==> src/sv/ets_pkg.sv <==
`timescale 1ns / 1ps

package ets_pkg;

  // field widths
  localparam int SecW  = 33;
  localparam int DayW  = 17;
  localparam int TodW  = 17;
  localparam int YearW = 12;

  // calendar constants
  localparam logic [YearW-1:0] BaseYear    = 12'd1904;
  localparam logic [2:0]       BaseWeekday = 3'd4;
  localparam logic [DayW-1:0]  LimitDays   = 17'd71589;
  localparam logic [10:0]      CycleDays   = 11'd1461;
  localparam logic [10:0]      LeapDays    = 11'd366;
  localparam logic [10:0]      PlainDays   = 11'd365;

  // reciprocals for division by constants, exact over the ranges used here
  // seconds are split as 86400 = 128 * 675
  localparam int               Sh675  = 36;
  localparam logic [26:0]      Rcp675 = 27'd101806633;
  localparam logic [9:0]       Div675 = 10'd675;
  localparam int               Sh1461  = 28;
  localparam logic [17:0]      Rcp1461 = 18'd183735;
  localparam int               Sh7  = 21;
  localparam logic [18:0]      Rcp7 = 19'd299594;
  localparam int               Sh60  = 24;
  localparam logic [18:0]      Rcp60 = 19'd279621;

  // month start days, plain and leap years
  localparam logic [8:0] PLAIN_START [12] = '{
    9'd0, 9'd31, 9'd59, 9'd90, 9'd120, 9'd151,
    9'd181, 9'd212, 9'd243, 9'd273, 9'd304, 9'd334
  };
  localparam logic [8:0] LEAP_START [12] = '{
    9'd0, 9'd31, 9'd60, 9'd91, 9'd121, 9'd152,
    9'd182, 9'd213, 9'd244, 9'd274, 9'd305, 9'd335
  };

  // day count and time of day after the split
  typedef struct packed {
    logic            valid;
    logic [DayW-1:0] days;
    logic [TodW-1:0] tod;
  } ets_split_t;

  // date fields at the end of the pipeline
  typedef struct packed {
    logic             valid;
    logic             out_of_range;
    logic [2:0]       weekday;
    logic [3:0]       month;
    logic [4:0]       day_of_month;
    logic [YearW-1:0] year;
  } ets_date_t;

  // time of day fields
  typedef struct packed {
    logic [4:0] hour;
    logic [5:0] minute;
    logic [5:0] second;
  } ets_time_t;

  // index 0..11 of the last month that starts on or before doy
  function automatic logic [3:0] month_index(input logic [8:0] doy, input logic leap);
    logic [3:0] idx;
    logic [8:0] st;
    idx = 4'd0;
    for (int i = 1; i < 12; i++) begin
      st = leap ? LEAP_START[i] : PLAIN_START[i];
      if (st <= doy) begin
        idx = 4'(i);
      end
    end
    return idx;
  endfunction

endpackage

==> src/sv/ets_split.sv <==
`timescale 1ns / 1ps

module ets_split import ets_pkg::*; (
  input  logic            clk,
  input  logic            rst,
  input  logic            in_valid,
  input  logic [SecW-1:0] secs,
  output ets_split_t      split
);

  logic             v1;
  logic [25:0]      x1;
  logic [6:0]       lo1;
  logic [DayW-1:0]  days1;
  logic [52:0]      day_prod;
  logic [25:0]      rem_full;

  // seconds / 128 / 675 by reciprocal
  assign day_prod = 53'(secs[SecW-1:7]) * 53'(Rcp675);

  // stage 1: whole days
  always_ff @(posedge clk) begin
    if (rst) begin
      v1 <= 1'b0;
    end else begin
      v1 <= in_valid;
    end
  end

  always_ff @(posedge clk) begin
    x1    <= secs[SecW-1:7];
    lo1   <= secs[6:0];
    days1 <= day_prod[52:Sh675];
  end

  // remainder of the 675 division, rejoined with the low seven bits
  assign rem_full = x1 - 26'(days1) * 26'(Div675);

  // stage 2: days and time of day
  always_ff @(posedge clk) begin
    if (rst) begin
      split.valid <= 1'b0;
    end else begin
      split.valid <= v1;
    end
  end

  always_ff @(posedge clk) begin
    split.days <= days1;
    split.tod  <= {rem_full[9:0], lo1};
  end

endmodule

==> src/sv/ets_clock.sv <==
`timescale 1ns / 1ps

module ets_clock import ets_pkg::*; (
  input  logic       clk,
  input  ets_split_t split,
  output ets_time_t  tm
);

  logic [35:0]      q60_prod;
  logic [TodW-1:0]  tod_a;
  logic [10:0]      q60_a;
  logic [TodW-1:0]  sec_full;
  logic [29:0]      hr_prod;
  logic [10:0]      q60_b;
  logic [5:0]       sec_b;
  logic [4:0]       hr_b;
  logic [10:0]      min_full;
  ets_time_t        tm_c;

  // stage a: total minutes of the day
  assign q60_prod = 36'(split.tod) * 36'(Rcp60);

  always_ff @(posedge clk) begin
    tod_a <= split.tod;
    q60_a <= q60_prod[34:Sh60];
  end

  // stage b: seconds and hours
  assign sec_full = tod_a - 17'(q60_a) * 17'd60;
  assign hr_prod  = 30'(q60_a) * 30'(Rcp60);

  always_ff @(posedge clk) begin
    q60_b <= q60_a;
    sec_b <= sec_full[5:0];
    hr_b  <= hr_prod[28:Sh60];
  end

  // stage c: minutes within the hour
  assign min_full = q60_b - 11'(hr_b) * 11'd60;

  always_ff @(posedge clk) begin
    tm_c.hour   <= hr_b;
    tm_c.minute <= min_full[5:0];
    tm_c.second <= sec_b;
  end

  // stage d: aligned with the date output
  always_ff @(posedge clk) begin
    tm <= tm_c;
  end

endmodule

==> src/sv/ets_date.sv <==
`timescale 1ns / 1ps

module ets_date import ets_pkg::*; (
  input  logic       clk,
  input  logic       rst,
  input  ets_split_t split,
  output ets_date_t  date
);

  logic             va, vb, vc;
  logic [34:0]      cyc_prod;
  logic [36:0]      wk_prod;
  logic [DayW:0]    days_wk;
  logic [DayW-1:0]  days_a;
  logic [DayW:0]    wk_a;
  logic [6:0]       cyc_a;
  logic [15:0]      wq_a;
  logic [DayW-1:0]  rem_full;
  logic [DayW:0]    wd_full;
  logic [10:0]      rem_b;
  logic [6:0]       cyc_b;
  logic [2:0]       wd_b;
  logic             oor_b;
  logic [10:0]      rest;
  logic             leap_n;
  logic [1:0]       yoff_n;
  logic [8:0]       doy_n;
  logic             leap_c;
  logic [8:0]       doy_c;
  logic [YearW-1:0] year_c;
  logic [2:0]       wd_c;
  logic             oor_c;
  logic [3:0]       midx;
  logic [8:0]       mstart;
  logic [8:0]       dom_full;

  // stage a: four-year cycles and weeks by reciprocal
  assign days_wk  = 18'(split.days) + 18'(BaseWeekday);
  assign cyc_prod = 35'(split.days) * 35'(Rcp1461);
  assign wk_prod  = 37'(days_wk) * 37'(Rcp7);

  always_ff @(posedge clk) begin
    if (rst) begin
      va <= 1'b0;
    end else begin
      va <= split.valid;
    end
  end

  always_ff @(posedge clk) begin
    days_a <= split.days;
    wk_a   <= days_wk;
    cyc_a  <= cyc_prod[34:Sh1461];
    wq_a   <= wk_prod[36:Sh7];
  end

  // stage b: day within the cycle, weekday, range check
  assign rem_full = days_a - 17'(cyc_a) * 17'(CycleDays);
  assign wd_full  = wk_a - 18'(wq_a) * 18'd7;

  always_ff @(posedge clk) begin
    if (rst) begin
      vb <= 1'b0;
    end else begin
      vb <= va;
    end
  end

  always_ff @(posedge clk) begin
    rem_b <= rem_full[10:0];
    cyc_b <= cyc_a;
    wd_b  <= wd_full[2:0];
    oor_b <= (days_a >= LimitDays);
  end

  // year within the cycle: the first year is the leap one
  assign rest = rem_b - LeapDays;

  always_comb begin
    leap_n = 1'b0;
    yoff_n = 2'd1;
    doy_n  = 9'd0;
    priority if (rem_b < LeapDays) begin
      leap_n = 1'b1;
      yoff_n = 2'd0;
      doy_n  = rem_b[8:0];
    end else if (rest < PlainDays) begin
      yoff_n = 2'd1;
      doy_n  = rest[8:0];
    end else if (rest < 11'(2 * PlainDays)) begin
      yoff_n = 2'd2;
      doy_n  = 9'(rest - PlainDays);
    end else begin
      yoff_n = 2'd3;
      doy_n  = 9'(rest - 11'(2 * PlainDays));
    end
  end

  // stage c: year and day of year
  always_ff @(posedge clk) begin
    if (rst) begin
      vc <= 1'b0;
    end else begin
      vc <= vb;
    end
  end

  always_ff @(posedge clk) begin
    leap_c <= leap_n;
    doy_c  <= doy_n;
    year_c <= BaseYear + {3'b000, cyc_b, 2'b00} + 12'(yoff_n);
    wd_c   <= wd_b;
    oor_c  <= oor_b;
  end

  // month lookup over the start table
  assign midx     = month_index(doy_c, leap_c);
  assign mstart   = leap_c ? LEAP_START[midx] : PLAIN_START[midx];
  assign dom_full = doy_c - mstart + 9'd1;

  // stage d: output register
  always_ff @(posedge clk) begin
    if (rst) begin
      date.valid <= 1'b0;
    end else begin
      date.valid <= vc;
    end
  end

  always_ff @(posedge clk) begin
    date.out_of_range <= oor_c;
    date.weekday      <= wd_c;
    date.month        <= midx + 4'd1;
    date.day_of_month <= dom_full[4:0];
    date.year         <= year_c;
  end

endmodule

==> src/sv/epoch_seconds_to_calendar.sv <==
`timescale 1ns / 1ps
// channel   | signals                                   | transfer
// ----------+-------------------------------------------+------------------------------
// command   | start, busy, epoch_seconds                | edge with start high, busy low
// result    | done, weekday, month, day_of_month, hour, | edge that ends the done cycle
//           | minute, second, year, out_of_range        |
//
// one conversion enters every cycle; busy is always low
// a result leaves once its command has passed the six register
// stages: day split (two), then the calendar and clock pipelines (four)
// rst clears the valid bits of every stage; data registers are not reset
// the receiver cannot stall, so the pipeline never holds
module epoch_seconds_to_calendar import ets_pkg::*; (
  input  logic             clk,
  input  logic             rst,
  input  logic             start,
  output logic             busy,
  input  logic [SecW-1:0]  epoch_seconds,
  output logic             done,
  output logic [2:0]       weekday,
  output logic [3:0]       month,
  output logic [4:0]       day_of_month,
  output logic [4:0]       hour,
  output logic [5:0]       minute,
  output logic [5:0]       second,
  output logic [YearW-1:0] year,
  output logic             out_of_range
);

  ets_split_t split;
  ets_date_t  date;
  ets_time_t  tm;
  logic       ok;

  assign busy = 1'b0;

  // seconds into days and time of day
  ets_split u_split (
    .clk      (clk),
    .rst      (rst),
    .in_valid (start),
    .secs     (epoch_seconds),
    .split    (split)
  );

  // calendar date
  ets_date u_date (
    .clk   (clk),
    .rst   (rst),
    .split (split),
    .date  (date)
  );

  // time of day
  ets_clock u_clock (
    .clk   (clk),
    .split (split),
    .tm    (tm)
  );

  // fields read as zero past the calendar range
  assign ok           = !date.out_of_range;
  assign done         = date.valid;
  assign out_of_range = date.out_of_range;
  assign weekday      = ok ? date.weekday      : 3'd0;
  assign month        = ok ? date.month        : 4'd0;
  assign day_of_month = ok ? date.day_of_month : 5'd0;
  assign year         = ok ? date.year         : '0;
  assign hour         = ok ? tm.hour           : 5'd0;
  assign minute       = ok ? tm.minute         : 6'd0;
  assign second       = ok ? tm.second         : 6'd0;

  // every command yields a result
  a_latency: assert property (@(posedge clk) disable iff (rst)
    start |-> ##6 done)
    else $error("missing result for a command");

  // no result without a command
  a_no_spurious: assert property (@(posedge clk) disable iff (rst)
    !start |-> ##6 !done)
    else $error("result without a command");

  // date fields stay in the calendar
  a_date_range: assert property (@(posedge clk) disable iff (rst)
    (done && !out_of_range) |-> (year >= 12'd1904 && year <= 12'd2099 &&
      month >= 4'd1 && month <= 4'd12 && day_of_month >= 5'd1 && weekday <= 3'd6))
    else $error("date field out of range");

  // time fields stay in the day
  a_time_range: assert property (@(posedge clk) disable iff (rst)
    (done && !out_of_range) |-> (hour < 5'd24 && minute < 6'd60 && second < 6'd60))
    else $error("time field out of range");

  // february fits its leap rule
  a_february: assert property (@(posedge clk) disable iff (rst)
    (done && !out_of_range && month == 4'd2) |->
      (day_of_month <= 5'd29 && (year[1:0] == 2'b00 || day_of_month <= 5'd28)))
    else $error("february day out of range");

endmodule
==> config.mk <==
export PLATFORM = sky130hd
export DESIGN_NAME = epoch_seconds_to_calendar
export DESIGN_NICKNAME = d
export VERILOG_FILES = /design/src/sv/ets_pkg.sv /design/src/sv/ets_split.sv /design/src/sv/ets_clock.sv /design/src/sv/ets_date.sv /design/src/sv/epoch_seconds_to_calendar.sv
export SDC_FILE = /design/constraint.sdc
export NUM_CORES = 2
export LEC_CHECK = 0
export BUFFER_PORTS_ARGS = -buffer_cell sky130_fd_sc_hd__buf_2
export CORE_UTILIZATION = 30
export CTS_BUF_LIST = sky130_fd_sc_hd__clkbuf_4
export DETAILED_ROUTE_END_ITERATION = 8
export MAX_ROUTING_LAYER = met4
export SKIP_LAST_GASP = 1
export SLEW_MARGIN = 10
export SYNTH_ARGS = -nofsm -noshare
export SYNTH_HDL_FRONTEND = slang
export SYNTH_SLANG_ARGS = --single-unit
==> constraint.sdc <==
create_clock -name clk -period 13.57 [get_ports clk]
set_input_delay 2.0355 -clock clk [delete_from_list [all_inputs] [get_ports clk]]
set_output_delay 2.0355 -clock clk [all_outputs]
set_load 0.05 [all_outputs]
==> qor.txt <==
status: complete, no violations
GRT met2 Usage: 21.7%
Root Buffer: clkbuf_4
I/O Buffers: 78
crit path capture type: register
CORE AREA: 0.104 sq mm
Max Fclk: 136 MHz
die width: 327 um
grt total ovfl: 0
CTS Buffer Depth: 3
setup repair after global routing missed its margin: no
area of the multi-input gates: 0.0237 sq mm
Tcrit/Tclk final: 54.2%
# Post-CTS Setup Buffers: 0
commonest non-fill, non-tap cell in the layout: inv_1
H-tree Lvls: 2
CP Launch Type: input port
GR Util met3: 2.22%
Area Growth Syn to Fin: 8.74%
Critical Path AT: 8.10 ns
vias: 20600
antenna violation net count after detailed routing: 0
hold_buf cts: 0
Post-Syn Area per Cell: 10.2 sq um
Layout Nets: 4476
ys async rst share: 0%
Mapped Area: 0.0318 sq mm
fill count: 10800
Yosys reg bits: 243
Max Transition Viols Final: 0
post-CTS resize count: 0
Final setup violation count: 0
minimum clock period: 7.36 ns
post-DP HPWL: 59800 um
max-capacitance violation count: 0
ys flop type: dfxtp_1
io pins: 80
most frequent cells in the layout: inv_1 (814), ha_1 (769), fa_1 (442), dfxtp_1 (243), a21oi_1 (101)
drt initial violations: 710
gate count after technology mapping: 3107
Netlist cell types: 75
CTS tree: done
number of flops mapped to enable cells by yosys: 0
Worst Clk Skew: 0.0936 ns
clock-pin transition on the worst setup and hold timing paths: 0.11 ns
largest net degree at the start of global routing: 43
CTS buffer count: 60
Detailed Route WL: 68100 um
CP required: 14.31 ns
HP Class: register to register
first-pass GRT wire length: 112000 um
Vias/cell: 4.41
First-pass DRT Iterations: 4
sequential share of the synthesized area: 15.3%
detailed-route wire length per cell: 14.6 um
GPL Wtd Cong: 0.912
Starting Density: 30.5%
Setup CP Type: input port to register
syn_nets: 4354
DR DRC count: 0
met1 usage: 17.7%
share of cells above drive strength 1: 5.81%
floorplan row count: 118
CP Max Fanout: 8
initial antenna violation count: 4
Seq. cell area: 0.00486 sq mm
setup_tns: 0 ns
clock latency on the worst-skew pair: 0.81 ns
Hold Violations, Final: 0
Die ar.: 0.107 sq mm
Worst Tran Pin Value: 0.890 ns
vias in the first global route: 21800
Die Span Y: 327 um
clock sinks: 243
gr usage total: 13.5%
GR peak layer: met2
YS warnings: 0
relative slew slack: 40.6%
## logic make-up after synthesis
kind of cell | share of synthesized area [%]
fa+ha+maj | 58.2
buf+inv | 9.96
compound gates | 7.10
simple gates | 5.30
flops | 15.3
xor+xnor | 4.00
mux | 0.158
other cells | 0.0118
## metrics by stage
step,instance area [sq um],setup WS [ns],std cells,util [%],hold WS (ns)
6_report,34500,6.21,4657,33.1,0.295
4_1_cts,34500,6.32,4653,33.1,0.306
2_1_floorplan,31800,6.05,3107,-,0.310
3_3_place_gp,33800,5.45,4547,32.4,0.310
3_5_place_dp,33800,5.42,4547,32.4,0.312
5_1_grt,34500,5.99,4657,33.1,0.321
## area by class of cell
type                            count  share of cell area [%]
Antenna cell                        4                  0.0290
Clock buffer                       79                    1.72
Clock inverter                     27                   0.431
Inverter                          814                    8.85
Multi-Input combinational cell   2030                    68.7
Sequential cell                   243                    14.1
Tap cell                         1380                    5.00
Timing Repair Buffer               80                    1.17
## routing by layer
| layer | share of wire (%) | wire length, um |
|---|---|---|
| met1 | 48 | 32700 |
| met2 | 46 | 31200 |
| met3 | 4.3 | 2900 |
| met4 | 1.9 | 1280 |
| met5 | 0 | 0 |
## registers in the layout, indices dropped and copies added, names as in the netlist, 9 cells and up
signal         cells
u_date.date       26
u_date.rem_b      11
u_clock.tm        17
u_split.days1     17
u_split.split     35
u_split.x1        10
u_clock.q60_a     11
u_date.days_a     17
u_clock.tm_c      17
u_date.doy_c       9
u_date.year_c     12
## Yosys cell counts, drive strengths merged, types with 26 or more instances
| cell | count | area [sq um] |
|---|---|---|
| xnor2 | 100 | 876 |
| ha | 769 | 9620 |
| nor2 | 61 | 229 |
| a21oi | 104 | 532 |
| o21ai | 63 | 319 |
| a21o | 39 | 293 |
| nand2 | 74 | 278 |
| dfxtp | 243 | 4860 |
| nor2b | 58 | 363 |
| fa | 442 | 8850 |
| inv | 814 | 3060 |
| xor2 | 45 | 394 |
| nand3 | 26 | 143 |
| nor3 | 26 | 130 |
## worst max-delay path, stage by stage
cell	delay [ns]
buf_2	0.17
fa_1	0.56
inv_1	0.05
fa_1	0.47
inv_1	0.05
fa_1	0.54
inv_1	0.06
fa_1	0.52
inv_1	0.06
fa_1	0.52
inv_1	0.06
fa_1	0.52
inv_1	0.04
ha_1	0.28
ha_1	0.37
nand2_1	0.09
nor2_1	0.04
a211oi_1	0.39
o2111ai_1	0.19
o21ai_1	0.31
o21ai_1	0.16
a21o_1	0.22
o221ai_1	0.23
xnor2_1	0.16
## path summary, 6_finish.rpt
check	to	slack, ns	cells past startpoint	startpoint
min reg2reg	u_split.split[32]	0.29	0	u_split.days1[15]
max reg2reg	u_date.cyc_a[6]	7.13	19	u_split.split[19]
max	u_split.days1[9]	6.21	24	epoch_seconds[30]
min	u_split.split[32]	0.29	0	u_split.days1[15]
Power is left out: the tool's default activity adds up to more than one toggle a clock period on the data nets, which glitch-free logic cannot reach.
